`src/rtl/assert_macros.svh`:
```
// Assertion helpers shared by the RTL. Both sample on clk and are off during reset.
`ifndef ASSERT_MACROS_SVH
`define ASSERT_MACROS_SVH

// Plain property check.
`define ASSERT_CLK(label, prop, msg) \
  label: assert property (@(posedge clk) disable iff (!rst_n) (prop)) else $error(msg);

// Precondition this cycle, consequence in the next cycle.
`define ASSERT_NEXT(label, pre, post, msg) \
  label: assert property (@(posedge clk) disable iff (!rst_n) (pre) |=> (post)) else $error(msg);

`endif

```
`src/rtl/hss_pkg.sv`:
```
`default_nettype none

package hss_pkg;

  localparam int QUEUE_DEPTH = 32;
  localparam int TRACK_BITS  = 16;

  localparam int IDX_BITS = (QUEUE_DEPTH > 1) ? $clog2(QUEUE_DEPTH) : 1;
  localparam int CNT_BITS = $clog2(QUEUE_DEPTH + 1);
  localparam int LEAVES   = 1 << $clog2(QUEUE_DEPTH);
  // key MSB set = entry not eligible
  localparam int KEY_BITS = TRACK_BITS + 1;

  typedef logic [TRACK_BITS-1:0]  track_t;
  typedef logic [IDX_BITS-1:0]    idx_t;
  typedef logic [CNT_BITS-1:0]    cnt_t;
  typedef logic [KEY_BITS-1:0]    key_t;
  typedef logic [QUEUE_DEPTH-1:0] mask_t;

  localparam logic KIND_LOAD    = 1'b0;
  localparam logic KIND_START   = 1'b1;
  localparam logic STATUS_ENTRY = 1'b0;
  localparam logic STATUS_FULL  = 1'b1;

  typedef enum logic [3:0] {
    ST_IDLE,
    ST_CLASSIFY,
    ST_EMIT_START,
    ST_LO_KEY,
    ST_LO_TREE,
    ST_HI_KEY,
    ST_HI_TREE,
    ST_DECIDE,
    ST_KEY,
    ST_PICK
  } state_t;

  typedef enum logic [1:0] {
    KEY_NEAR,
    KEY_LOW,
    KEY_HIGH
  } key_mode_t;

  typedef struct packed {
    logic      load_write;
    logic      emit_reject;
    logic      start_latch;
    logic      classify;
    logic      emit_start;
    logic      key_load;
    key_mode_t key_mode;
    logic      capture_lo;
    logic      capture_hi;
    logic      decide;
    logic      toggle_side;
    logic      emit_pick;
  } cmd_t;

  typedef struct packed {
    logic out_busy;
    logic store_full;
    logic no_pending;
    logic found;
    logic pick_last;
  } sts_t;

endpackage

`default_nettype wire

```
`src/rtl/hss_ctrl.sv`:
```
`default_nettype none

module hss_ctrl (
  input  wire logic          clk,
  input  wire logic          rst_n,
  input  wire logic          in_valid,
  input  wire logic          in_kind,
  output logic               in_stall,
  input  wire hss_pkg::sts_t sts,
  output hss_pkg::cmd_t      cmd
);

  hss_pkg::state_t state_r, state_nxt;
  logic accept;

  assign accept = (state_r == hss_pkg::ST_IDLE) && in_valid && !sts.out_busy;

  always_ff @(posedge clk) begin
    if (!rst_n) begin
      state_r <= hss_pkg::ST_IDLE;
    end else begin
      state_r <= state_nxt;
    end
  end

  always_comb begin
    state_nxt = state_r;
    unique case (state_r)
      hss_pkg::ST_IDLE: begin
        if (accept && (in_kind == hss_pkg::KIND_START)) state_nxt = hss_pkg::ST_CLASSIFY;
      end
      hss_pkg::ST_CLASSIFY: state_nxt = hss_pkg::ST_EMIT_START;
      hss_pkg::ST_EMIT_START: begin
        if (!sts.out_busy) begin
          state_nxt = sts.no_pending ? hss_pkg::ST_IDLE : hss_pkg::ST_LO_KEY;
        end
      end
      hss_pkg::ST_LO_KEY:  state_nxt = hss_pkg::ST_LO_TREE;
      hss_pkg::ST_LO_TREE: state_nxt = hss_pkg::ST_HI_KEY;
      hss_pkg::ST_HI_KEY:  state_nxt = hss_pkg::ST_HI_TREE;
      hss_pkg::ST_HI_TREE: state_nxt = hss_pkg::ST_DECIDE;
      hss_pkg::ST_DECIDE:  state_nxt = hss_pkg::ST_KEY;
      hss_pkg::ST_KEY:     state_nxt = hss_pkg::ST_PICK;
      hss_pkg::ST_PICK: begin
        if (!sts.found) begin
          state_nxt = hss_pkg::ST_KEY;
        end else if (!sts.out_busy) begin
          state_nxt = sts.pick_last ? hss_pkg::ST_IDLE : hss_pkg::ST_KEY;
        end
      end
      default: state_nxt = hss_pkg::ST_IDLE;
    endcase
  end

  always_comb begin
    cmd          = '0;
    cmd.key_mode = hss_pkg::KEY_NEAR;
    in_stall     = 1'b1;
    unique case (state_r)
      hss_pkg::ST_IDLE: begin
        in_stall        = sts.out_busy;
        cmd.load_write  = accept && (in_kind == hss_pkg::KIND_LOAD) && !sts.store_full;
        cmd.emit_reject = accept && (in_kind == hss_pkg::KIND_LOAD) && sts.store_full;
        cmd.start_latch = accept && (in_kind == hss_pkg::KIND_START);
      end
      hss_pkg::ST_CLASSIFY:   cmd.classify   = 1'b1;
      hss_pkg::ST_EMIT_START: cmd.emit_start = !sts.out_busy;
      hss_pkg::ST_LO_KEY: begin
        cmd.key_load = 1'b1;
        cmd.key_mode = hss_pkg::KEY_LOW;
      end
      hss_pkg::ST_LO_TREE: cmd.capture_lo = 1'b1;
      hss_pkg::ST_HI_KEY: begin
        cmd.key_load = 1'b1;
        cmd.key_mode = hss_pkg::KEY_HIGH;
      end
      hss_pkg::ST_HI_TREE: cmd.capture_hi = 1'b1;
      hss_pkg::ST_DECIDE:  cmd.decide     = 1'b1;
      hss_pkg::ST_KEY: begin
        cmd.key_load = 1'b1;
        cmd.key_mode = hss_pkg::KEY_NEAR;
      end
      hss_pkg::ST_PICK: begin
        cmd.toggle_side = !sts.found;
        cmd.emit_pick   = sts.found && !sts.out_busy;
      end
      default: in_stall = 1'b1;
    endcase
  end

endmodule

`default_nettype wire

```
`config.mk`:
```
export PLATFORM = sky130hd
export DESIGN_NAME = hss_ctrl
export DESIGN_NICKNAME = d
export VERILOG_FILES = /design/src/rtl/assert_macros.svh /design/src/rtl/hss_pkg.sv /design/src/rtl/hss_ctrl.sv
export SDC_FILE = /design/constraint.sdc
export NUM_CORES = 1
export LEC_CHECK = 0
export BUFFER_PORTS_ARGS = -buffer_cell sky130_fd_sc_hd__buf_2
export CAP_MARGIN = 20
export CORE_MARGIN = 2
export CORE_UTILIZATION = 25
export DETAILED_ROUTE_END_ITERATION = 10
export PLACE_DENSITY = 0.51
export REMOVE_ABC_BUFFERS = 1
export SYNTH_ARGS = -nofsm -noshare
export SYNTH_HDL_FRONTEND = slang
export SYNTH_SLANG_ARGS = --single-unit
export TNS_END_PERCENT = 1
```
`constraint.sdc`:
```
create_clock -name clk -period 2.47 [get_ports clk]
set_input_delay 0.3705 -clock clk [delete_from_list [all_inputs] [get_ports clk]]
set_output_delay 0.3705 -clock clk [all_outputs]
set_load 0.02 [all_outputs]
```
==> Yosys cells after proc, flatten, opt, wreduce, memory -nomap -nowiden <==
Cells that the tools add are included.
{ "totals": {"register_bits": 4, "out_inout_bits": 14, "elab_cells": 42} }
{ "op_classes": {"n_eq_ne": 12, "mux": 16, "bitwise": 1, "n_reduce_logical": 12} }
{ "op_table": {"columns": ["operator", "n"], "rows": [
  ["4-bit one-hot mux with 10 select lines", 1],
  ["4-bit two-way mux", 5],
  ["4-bit by 3-bit equality test with 1-bit output, second input constant", 4],
  ["3-bit one-hot mux with 3 select lines", 1],
  ["4-bit by 2-bit equality test with 1-bit output, second input constant", 2],
  ["4-bit equality test, second input constant", 2],
  ["1-bit logical AND", 7],
  ["1-bit two-way mux", 6],
  ["4-bit by 1-bit equality test with 1-bit output, second input constant", 1],
  ["4-bit zero test", 1],
  ["2-bit two-way mux", 2],
  ["1-bit zero test", 3],
  ["3-bit two-way mux", 1],
  ["3-bit != test, second input constant", 1],
  ["3-bit AND reduction", 1],
  ["2-bit by 1-bit != test with 1-bit output, second input constant", 1],
  ["2-bit != test, second input constant", 1],
  ["1-bit NOT", 1]
]} }

==> Depth between registers and ports, before layout <==
Gate-level depths: netlist of the first run.
{ "logic_depth": {"ltp_word": 6, "depth_mapped": 5} }

==> Worst setup path before layout of the first run <==
No wires, ideal clock.
{ "synth_path": {"path_kind": "register -> output", "start": "register state_r[3]", "end": "output cmd[12] (netlist bit)", "t_arrival_ns": 1.331, "t_required_ns": 2.099, "slack_ns": 0.769, "stages_incl_launch_ff": 5, "path_buffers": 0, "path_cell_list": "dfxtp_1 > or2_4 > nor4_4 > nand2_2 > nor3_1"} }
{ "synth_lines": {"columns": ["element", "line_no", "rtl"], "rows": [
  ["start: declaration", "hss_ctrl.sv:13", "hss_pkg::state_t state_r, state_nxt;"],
  ["start signal: assignment", "hss_ctrl.sv:20", "state_r <= hss_pkg::ST_IDLE;"],
  ["start signal: assignment", "hss_ctrl.sv:22", "state_r <= state_nxt;"],
  ["end: declaration", "hss_ctrl.sv:10", "output hss_pkg::cmd_t cmd"]
]} }

==> summary.txt, run 1 <==
Finish
  • Storage cell area: 80.1 sq um
  • Post-Layout Cell Count: 92
  • Area taken by multi-input logic gates: 264 sq um
  • Layout area overhead: 35.4%
  • Antenna fix cells: 0
  • Share of cells above drive strength 1: a little over two fifths
  • Nets: 87
  • Top Registers: state_r x4
  • Layout filler cell count: ~170
  • Max FFs per register: 4
  • Top reg by flops: state_r

Floorplanning
  • Initial core utilization: 26.0%
  • Top Ports: 23
  • Die X: 42.9 um
  • Chip Height: 42.9 um
  • Core Box Area: approximately 1500 sq um
  • FP Rows: 14
  • Die area: 1840 sq um

Yosys
  • Post-synth top cells: 7 x nand2_1, 7 x nor2_1, 5 x nor3_1
  • FF+latch count, synth: 4
  • Primary FF master, synth: dfxtp_1
  • Mapped cell area: roughly 380 sq um
  • Avg Cell Area, Syn: 7.13 sq um
  • Post-Synthesis Cells: 53
  • Synth area leaders: dfxtp_1 21%, nand2_1 7.0%, nor2_1 7.0%
  • Post-synth EDFFs: 0
  • Distinct cells, synth: 26
  • Post-synthesis sequential area ratio: 21.2%
  • Share of synthesized flip-flops with an asynchronous set or reset: 0%
  • Area share of the largest cell type after synthesis: about a fifth
  • Synth warnings: 0
  • Synth area leader: dfxtp_1

Clock network
  • Sink Count: 4
  • H-tree levels: 1
  • CTS Root Cell: clkbuf_4
  • Hold_buf cts: 0
  • CTS Buf Count: 3
  • CTS tree: built
  • CTS clk-pin slew, worst paths: approximately 40 ps
  • Post-CTS Setup Inserts: 0
  • Clock buffer depth: 2
  • Post_cts resized: 0
  • Skew-Pair Late Insertion Delay: ~230 ps

Placed design
  • GPL Wtd Cong: 0.778
  • Placed insts: 89
  • Port-buffer cells: 22
  • HPWL Detailed: 769 um

Global routing
  • Vias in the first global route: between 300 and 400
  • First-pass GRT wire length: approximately 1.6 mm
  • Global Route Usage Sum: 11.4%
  • Initial antenna violation count: 0
  • GRT overflow: 0
  • Pin count of the biggest net entering global routing: 12

Critical path
  • Critical Path Sink Type: output pin
  • FF-to-FF path depth: 4
  • Startpoint class of the critical path: register
  • Worst Path Max Fanout: 11
  • RR Endpoint: state_r[3]$_SDFFE_PN0P_
  • Reg2Reg Setup Slack: around 1200 ps
  • Crit path kind: register to output pin
  • Crit path DAT: 1540 ps
  • Reg2Reg Launch Point: state_r[1]$_SDFFE_PN0P_
  • Worst Path Required: 2100 ps

Routing
  • DRT Pass-1 Iters: 4
  • DRC violations left: 0
  • Routed wire per std cell: a little over 10 um
  • Post-Route WL: 933 um
  • Vias: 430
  • Via/cell ratio: approximately 4.7
  • Number of antenna-violating nets in the routed design: 0
  • 1st-iter DRT viols: 6

Min path
  • Worst hold path class: input port to register
  • Depth of the worst hold-timing path: 3
  • Hold Path End: state_r[2]$_SDFFE_PN0P_
  • Hold path startpoint: rst_n

Pwr
  • Final Power: 0.000552 W
  • Worst vdd ir: 0.366 mV
  • Lkg Pwr: 0.246 nW
  • Pwr Density: 1080 nW/um^2

Timing
  • Setup_tns: 0 ps
  • Final Setup Violations: 0
  • Final Slew Violations: 0
  • Final cycle utilization of the critical path: roughly 77%
  • Fmax: 525 MHz
  • Clock skew: about 4.6 ps
  • Relative slew slack: about three quarters
  • Final min period: 1910 ps
  • Min Hold Slack: ~410 ps
  • Measured slew at the worst slew-check pin: roughly 370 ps
  • RSZ-0062 raised after global routing: no
  • Final hold violations: 0

Status
  • Status: completed

Job
  • Max cap viols: 0
[layer usage]
metal | wire [um] | vias to the layer above | part of all wire (%) | global-route usage [%]
met1 | 451 | 184 | 48 | 15.6
met4 | 0 | 0 | 0 | 3.75
met3 | 70 | 0 | 7.5 | 5.53
met5 | 0 | - | 0 | 0
met2 | 412 | 17 | 44 | 15.5
li1 | - | 229 | - | -
[per-stage QoR]
step,utilization (%),instance area [sq um],setup WS [ps]
after floorplan,-,359,739
after global placement,33.6,489,828
after detailed placement,33.6,489,796
after CTS,35.2,512,543
after global routing,35.2,512,414
final,35.2,512,564
[area by class of cell]
| type | count | share of cell area, % |
|---|---|---|
| flip-flops and latches | 4 | 15.6 |
| inverters | 4 | 2.93 |
| clock buffers | 3 | 4.40 |
| multi-input cells | 43 | 51.6 |
| well taps | 16 | 3.91 |
| repair buffers | 22 | 21.5 |
[worst max-delay path, cell delays in order (launching register included)]
cell	delay, ps
dfxtp_1	380
or2_4	290
nor4_4	190
nand2_2	100
nor3b_2	160
buf_2	180
[how the worst max path moves through the flow]
stage / from / end / slack [ps] / cells after the start
after floorplan: state_r[0]$_SDFFE_PN0P_ / cmd[12] / 740 / 4
after global placement: state_r[0]$_SDFFE_PN0P_ / cmd[11] / 830 / 5
after detailed placement: state_r[0]$_SDFFE_PN0P_ / cmd[11] / 800 / 5
after CTS: state_r[0]$_SDFFE_PN0P_ / cmd[11] / 540 / 5
after global routing: state_r[0]$_SDFFE_PN0P_ / cmd[11] / 410 / 5
final: state_r[0]$_SDFFE_PN0P_ / cmd[11] / 560 / 5
[power by group]
group / leakage, nW / total (W) / internal, W / switching (W)
combinational: 0.199 / 0.000330 / 0.000138 / 0.000192
clock: 0.0138 / 0.0000792 / 0.0000542 / 0.0000250
sequential: 0.0328 / 0.000143 / 0.0000896 / 0.0000532
total: 0.246 / 0.000552 / 0.000282 / 0.000270
[cell families after synthesis]
logic type	count (synthesis)	share of synthesized area (%)
XOR/XNOR	1	2.32
AO/OA/AOI/OAI	11	19.9
buffers and inverters	6	8.94
flip-flops	4	21.2
AND/OR/NAND/NOR	31	47.7
[cell usage in the layout (no fill, tap or decap), drive strengths merged]
| master | count |
|---|---|
| nor4 | 1 |
| a21o | 1 |
| nor3 | 5 |
| nor3b | 4 |
| xnor2 | 1 |
| a21oi | 3 |
| o21bai | 2 |
| o21ai | 2 |
| a32oi | 1 |
| inv | 4 |
| nor2 | 8 |
| nand2b | 2 |
| a31o | 1 |
| a31oi | 1 |
| dfxtp | 4 |
| clkbuf | 3 |
| or2 | 2 |
| nand2 | 8 |
| buf | 22 |
| and3 | 1 |
No activity file was read; power rests on OpenSTA's default activity.
==> inputs of run 2 (changes only) <==
--- a/config.mk
+++ b/config.mk
@@ -10,7 +10,7 @@
 export CORE_MARGIN = 2
 export CORE_UTILIZATION = 25
 export DETAILED_ROUTE_END_ITERATION = 10
-export PLACE_DENSITY = 0.51
+export PLACE_DENSITY = 0.53
 export REMOVE_ABC_BUFFERS = 1
 export SYNTH_ARGS = -nofsm -noshare
 export SYNTH_HDL_FRONTEND = slang
==> constraint.sdc (replaced) <==
create_clock -name clk -period 1.7 [get_ports clk]
set_input_delay 0.255 -clock clk [delete_from_list [all_inputs] [get_ports clk]]
set_output_delay 0.255 -clock clk [all_outputs]
set_load 0.02 [all_outputs]
==> summary.txt, run 2 (synthesized netlist as in run 1, its figures left out) <==
Status
  • Status: completed

Floorplanning
  • Initial core utilization: 26.0% (unchanged)
  • FP Rows: 14 (unchanged)
  • Core Box Area: 1450 sq um (unchanged)
  • Top Ports: 23 (unchanged)
  • Chip Height: 42.9 um (unchanged)
  • Die X: 42.9 um (unchanged)
  • Die area: 1840 sq um (unchanged)

Global routing
  • First-pass GRT wire length: 1.52 mm (-4.7%)
  • GRT overflow: 0 (unchanged)
  • Global Route Usage Sum: 10.8% (-0.62 points)
  • Vias in the first global route: 364 (-6.7%)
  • Initial antenna violation count: 0 (unchanged)
  • Pin count of the biggest net entering global routing: 11 (-1)

Clock network
  • CTS Buf Count: 3 (unchanged)
  • CTS clk-pin slew, worst paths: 30 ps (about the same)
  • Skew-Pair Late Insertion Delay: 230 ps (about the same)
  • Clock buffer depth: 2 (unchanged)
  • CTS tree: built
  • Sink Count: 4 (unchanged)
  • CTS Root Cell: clkbuf_4
  • H-tree levels: 1 (unchanged)

Critical path
  • Crit path kind: register to output pin
  • Worst Path Required: 1440 ps (-660 ps)
  • Critical Path Sink Type: output pin
  • Worst Path Max Fanout: 3 (-8)
  • Crit path DAT: 1400 ps (-140 ps)
  • Startpoint class of the critical path: register

Routing
  • 1st-iter DRT viols: 5 (-1)
  • Via/cell ratio: 4.70 (+0.58%)
  • DRT Pass-1 Iters: 4 (unchanged)
  • DRC violations left: 0 (unchanged)
  • Routed wire per std cell: 9.63 um (-5.1%)
  • Number of antenna-violating nets in the routed design: 0 (unchanged)
  • Vias: 456 (+6.0%)
  • Post-Route WL: 934 um (+0.11%)

Placed design
  • HPWL Detailed: 738 um (-4.1%)
  • GPL Wtd Cong: 0.779 (+0.14%)
  • Placed insts: 90 (+1.1%)
  • Port-buffer cells: 22 (unchanged)

Timing
  • Final cycle utilization of the critical path: 97.4%
  • Final hold violations: 0 (unchanged)
  • Fmax: 604 MHz
  • Relative slew slack: 78.9% (+3.6 points)
  • Final min period: 1660 ps
  • Setup_tns: 0 ps (unchanged)
  • Measured slew at the worst slew-check pin: 317 ps (-54.5 ps)
  • Clock skew: 2.56 ps (-2.08 ps)
  • Final Setup Violations: 0 (unchanged)
  • RSZ-0062 raised after global routing: yes
  • Final Slew Violations: 0 (unchanged)

Finish
  • Max FFs per register: 4 (unchanged)
  • Top Registers: state_r x4
  • Share of cells above drive strength 1: 53.1% (+11 points)
  • Layout filler cell count: 155 (-6.1%)
  • Layout area overhead: 53.3%
  • Nets: 92 (+5.7%)
  • Commonest non-fill, non-tap cell in the layout: buf_2
  • Post-Layout Cell Count: 97 (+5.4%)
  • Antenna fix cells: 0 (unchanged)
  • Commonest cells after routing, fill and taps aside: 19 x buf_2, 7 x nand2_1, 7 x nor2_1, 6 x buf_4, 4 x nor3_1
  • Top reg by flops: state_r

Pwr
  • Worst vdd ir: 0.664 mV (+81%)
  • Pwr Density: 1650 nW/um^2 (+53%)
  • Lkg Pwr: 0.279 nW (+13%)

Job
  • Max cap viols: 0 (unchanged)

Min path
  • Worst hold path class: input port to register
[run 2: power by group]
group / switching [W] / leakage, nW / total (W) / internal (W)
Combinational: 0.000354 / 0.231 / 0.000666 / 0.000312
Sequential: 0.0000393 / 0.0339 / 0.000178 / 0.000139
Clock: 0.0000329 / 0.0138 / 0.000111 / 0.0000785
Total: 0.000426 / 0.279 / 0.000955 / 0.000529
[run 2: final timing paths]
kind	slack, ps	startpoint	cells past startpoint	to
setup / recovery	40	state_r[3]$_SDFFE_PN0P_	5	cmd[11]
hold / removal	300	rst_n	3	state_r[1]$_SDFFE_PN0P_
setup reg to reg	460	state_r[3]$_SDFFE_PN0P_	5	state_r[3]$_SDFFE_PN0P_
hold reg to reg	620	state_r[1]$_SDFFE_PN0P_	3	state_r[2]$_SDFFE_PN0P_
[run 2: what timing repair did]
item | in CTS | in global routing
setup buffers | 3 | 1
hold buffers | 0 | 0
gates resized for setup | 5 | 7
pin swaps | 4 | 2
cloned | 0 | 0
hold endpoints to repair | 0 | 0
setup endpoints to repair | 2 | 6
[run 2: critical path, cell delays in order (launching register included)]
cell	delay [ps]
dfxtp_4	330
or2_4	240
nor4_4	190
nand2_2	100
nor3b_2	150
buf_4	150
[run 2: per-layer routing]
metal  wire [um]  track usage (%)  share of wire [%]
met1         450             15.3                 48
met2         368             14.2                 39
met5           0                0                  0
met3         115             4.68                 12
met4           0             3.75                  0
[run 2: final cells by class]
type	instances	area, sq um	share of cell area, %
clock buffers	3	22.5	3.89
inverters	4	15.0	2.59
multi-input cells	43	274	47.3
flip-flops and latches	4	85.1	14.7
well taps	16	20.0	3.46
repair buffers	27	163	28.1
[run 2: through the flow]
step                total power [W]  hold slack, ps  utilization (%)  setup WS, ps  area [sq um]
floorplan                  0.000564             410                -          85.0           359
CTS                        0.000903             299             38.2         -48.2           556
global placement           0.000709             558             34.2           217           497
finish                     0.000955             303             39.8          44.1           579
global route                0.00104             300             39.8         -83.3           579
detailed placement         0.000708             545             34.2           175           497
